**config.mk**
```make
export PLATFORM = sky130hd
export DESIGN_NAME = mpmc_ram
export DESIGN_NICKNAME = d
export VERILOG_FILES = /design/src/mpmc_ram.sv
export SDC_FILE = /design/constraint.sdc
export NUM_CORES = 2
export LEC_CHECK = 0
export BUFFER_PORTS_ARGS = -buffer_cell sky130_fd_sc_hd__buf_2
export CORE_ASPECT_RATIO = 1.2
export CORE_MARGIN = 2
export CORE_UTILIZATION = 50
export CTS_CLUSTER_DIAMETER = 80
export DETAILED_ROUTE_END_ITERATION = 8
export HOLD_SLACK_MARGIN = 0.02
export PLACE_DENSITY = 0.76
export SLEW_MARGIN = 30
export SYNTH_ARGS = -nofsm -noshare
export SYNTH_HDL_FRONTEND = slang
export SYNTH_SLANG_ARGS = --single-unit
```
**constraint.sdc**
```tcl
create_clock -name clk -period 3.29 [get_ports clk]
set_input_delay 0.4935 -clock clk [delete_from_list [all_inputs] [get_ports clk]]
set_output_delay 0.4935 -clock clk [all_outputs]
set_load 0.02 [all_outputs]
```
**src/mpmc_ram.sv**
```systemverilog
// ----------------------------------------------------------------------------
// mpmc_ram
// Single-port synchronous memory, registered read.
// ----------------------------------------------------------------------------
module mpmc_ram #(
  parameter int AW = 8,
  parameter int DW = 8
) (
  input  logic          clk,
  input  logic          we,
  input  logic [AW-1:0] addr,
  input  logic [DW-1:0] wdata,
  output logic [DW-1:0] rdata
);

  logic [DW-1:0] mem [2**AW];

  // read before write (old data), read registered
  always_ff @(posedge clk) begin
    if (we) mem[addr] <= wdata;
    rdata <= mem[addr];
  end

endmodule

```
Word level (Yosys, flattened, before mapping). Memory sizes are Yosys's and may differ from the RTL's. A register that Yosys moved wholly into a read port is not among the register bits. Cells that the tools add are included.

Latch bits: 0. Logic and storage cells: 3. ROM bits: 0. Output and inout bits: 8. Bits of input ports: 18. Register bits after elaboration: 0. Bits in writable memories: 2048. Memories: 1.

Memories: mem (depth 256, width 8, read ports 1, clocked after memory_dff 1, write ports 1, RTL line 16) `logic [DW-1:0] mem [2**AW];`.

Multipliers: 0. Bitwise gates (word level): 0. Equal/unequal tests: 0. Add/subtract/negate cells: 0. Multiplexer cells: 2. Divide/modulo/power cells: 0. Reductions and logical operators: 0. Order comparisons: 0. Shift-type cells: 0.

Operators by type and width (count): 1-bit 2-to-1 mux (2).

Depth between registers and ports, before layout.
Depth in word-level cells: 2. Depth in mapped cells: 10. Depth with buffers taken out: 5.

Least setup slack after synthesis. Ideal clock, no wire load.

Path type: in2reg. From: input addr[1]. To: memory mem[111][0] (enable). Stages: 9. Data required time: 2.920 ns. Path buffers: 5. Arrival time: 2.342 ns. Setup slack: 0.578 ns. Setup time: 0.370 ns. Cells stage by stage: buf_2 > clkbuf_1 > clkbuf_1 > nand2_1 > buf_2 > nor2_1 > nand2_1 > clkbuf_1 > nor2_1.

RTL lines: from (decl) (RTL line 11) `input logic [AW-1:0] addr,`; to (decl) (RTL line 16).

No word-level cell before the write port.

==> results.yml <==
critical_path:
  crit_path_start_kind: "input port"
  slowest_stage: "o41ai_1"
  reg2regPathDepth: 6
  cp_common_cell: "buf_12"
  crit_arrival_ns: 3.49
  rrSetupSlack_ns: 0.58
  r2r-start: "mem[79][6]"
  critPathMaxFanout: 24
  r2r-end: "rdata[6]"
  required_ns: 3.98
  path_class: "in2reg"
  crit_path_max_incr_delay_ns: 0.87
  crit_chain: "buf_8, buf_12, buf_12, mux4_2, a22oi_1, a21oi_1, o41ai_1, buf_4, nand4_1"
  endpoint_kind: "register"
synthesis:
  synth_top_cell_area_share: 0.783
  syn_nets: 3565
  synth_seq_cells: 2056
  synth.cell_area_um2: 78500
  yosys.cell_types.count: 22
  ys_warn_count: 0
  synth_largest_area_cell: "edfxtp_1"
  yosysSeqAreaShare: 0.786
  synth.most_common_cell: "edfxtp_1"
  syn_avg_cell_area_um2: 22.1
  syn_inst: 3547
  ys_top_cells_by_area: "edfxtp_1 78%, mux4_2 15%, a22oi_1 2.4%, nor2_1 1.1%, a21oi_1 0.82%"
  yosys-top-cells-count: "2048 x edfxtp_1, 512 x mux4_2, 256 x a22oi_1"
  synth-main-ff-cell: "edfxtp_1"
  synth-async-reset-ratio: 0
  synth-edff-count: 2048
floorplanning:
  fp-row-count: 159
  die-area_um2: 160000
  pin_count: 26
  die_width_um: 366
  die_y_um: 438
  core_um2: 156000
  start_util: 0.503
power:
  p_per_area_nw_per_um2: 579
  p_leak_nw: 28.0
  ir_drop_mv: 0.575
detailed_routing:
  first_iter_violations: 5194
  drc: 0
  wl_um: 189000
  routed.top_layer: "met5"
  ant_nets: 0
  wl_per_cell_um: 30.4
  vias: 39300
  drt-met1-wl_um: 65900
  vias_per_cell: 6.34
  dr_wl_met2_um: 96200
  wl_met3_um: 18300
  firstDrtPassIters: 6
clocking:
  cts_tree: "yes"
  path_clk_slew_ns: 0.06
  cts_buffer_depth: 3
  clockRootBuffer: "clkbuf_16"
  cts_htree_levels: 4
  cts_made_buffers: 178
  worstSkewPairLatency_ns: 0.83
  cts_resized: 0
  postCtsSetupBuffers: 0
  ctsHoldBuffers: 0
  numClockSinks: 2056
sta:
  fin_ws_ns: 0.487
  rsz0062_at_grt: "no"
  finClkSkew_ns: 0.0245
  finalMaxSlewViolations: 0
  relSlewSlack: 0.373
  fin_crit_sh: 0.852
  post-route-min-period_ns: 2.80
  tightest_slew_ns: 0.929
  setup_violations: 0
  finalHoldViolCount: 0
  max_clock_freq_mhz: 357
final_layout:
  instances_no_fill: 6208
  final_nets: 3978
  final_area_um2: 89900
  drive_above_1_share: 0.301
  syn_to_final_growth_pct: 14.6
  num-fill-cells: 10700
  fin_util: 0.576
placed_design:
  port_buffers: 25
  hpwlAfterDp_um: 115000
  dpl-instance-area_um2: 84200
  dp_cells: 5872
  dp_worst_setup_slack_ns: -0.312
  gp_routability_congestion: 0.843
hold_path:
  hold_class: "in2reg"
  holdPathEnd: "mem[95][0]"
  worst_hold_path.num_cells: 1
  hold_start: "wdata[0]"
global_route:
  first_global_vias: 40000
  grt_max_degree: 132
  grt.total_usage: 0.239
  antenna_found_initial: 8
  grt_pass1_wl_um: 277000
  grt_overflow: 0
run_status:
  status: "complete, no violations"
flow_run:
  maxCapViolations: 0
cells in the final DEF, fill, tap and decap left out, drive strengths merged, types with 11 or more instances in the layout:
cell and count:
clkbuf 234, o41ai 32, a21oi 128, nand3 13, clkinv 74, a22oi 256, inv 11, mux4 512
nor3 30, bufinv 16, edfxtp 2048, buf 457, nor2 232, nand2 28
worst max-delay path: cells and delay by family:
family | cells | cell delay, ns
mux | 1 | 0.56
compound gates | 3 | 1.23
buf+inv | 4 | 1.03
simple gates | 1 | 0.10
flip-flops by register name, indices dropped and copies added, names as in the netlist:
name / flops
mem: 2048
rdata: 8
layer usage:
metal  vias up  track usage
met5         -            0
met4         4        0.101
met3       398       0.0432
met2      2418        0.398
met1     20600        0.312
li1      15900            -
power by group:
group | total [mW] | leakage [nW] | switching (mW) | internal (mW)
Sequential | 28.9 | 18.5 | 0.0486 | 28.9
Clock | 20.6 | 2.78 | 9.18 | 11.4
Combinational | 2.54 | 6.79 | 1.60 | 0.940
logic make-up after synthesis:
logic type | share of synthesized area
flip-flops | 0.786
multiplexers | 0.147
AO/OA/AOI/OAI | 0.0362
AND/OR/NAND/NOR | 0.0173
buffers and inverters | 0.0140
per-stage QoR:
step	TNS [ns]	power, mW	hold slack, ns
floorplan	0	30.7	0.592
global placement	-1.20	31.9	0.944
detailed placement	-1.43	32.0	0.957
CTS	0	52.2	0.158
global route	0	53.3	0.200
finish	0	52.1	0.196
worst max-delay path by stage:
stage                       start     endpoint  slack, ns
after global routing      addr[0]     rdata[3]       0.43
after CTS                 addr[0]     rdata[1]       0.54
after global placement    addr[0]     rdata[6]      -0.33
after floorplan           addr[1]  mem[111][0]       0.58
final                     addr[0]     rdata[6]       0.49
after detailed placement  addr[0]     rdata[6]      -0.31
cell type report:
class	instances	area [µm²]	share of cell area
well taps	2093	2620	0.0291
repair buffers	465	4180	0.0464
multi-input cells	1258	15800	0.176
flip-flops and latches	2056	61700	0.685
clock buffers	226	4710	0.0523
clock inverters	104	977	0.0109
diodes	5	12.5	0.000139
inverters	1	3.75	0.0000417
Power figures use the tool's default switching activity.
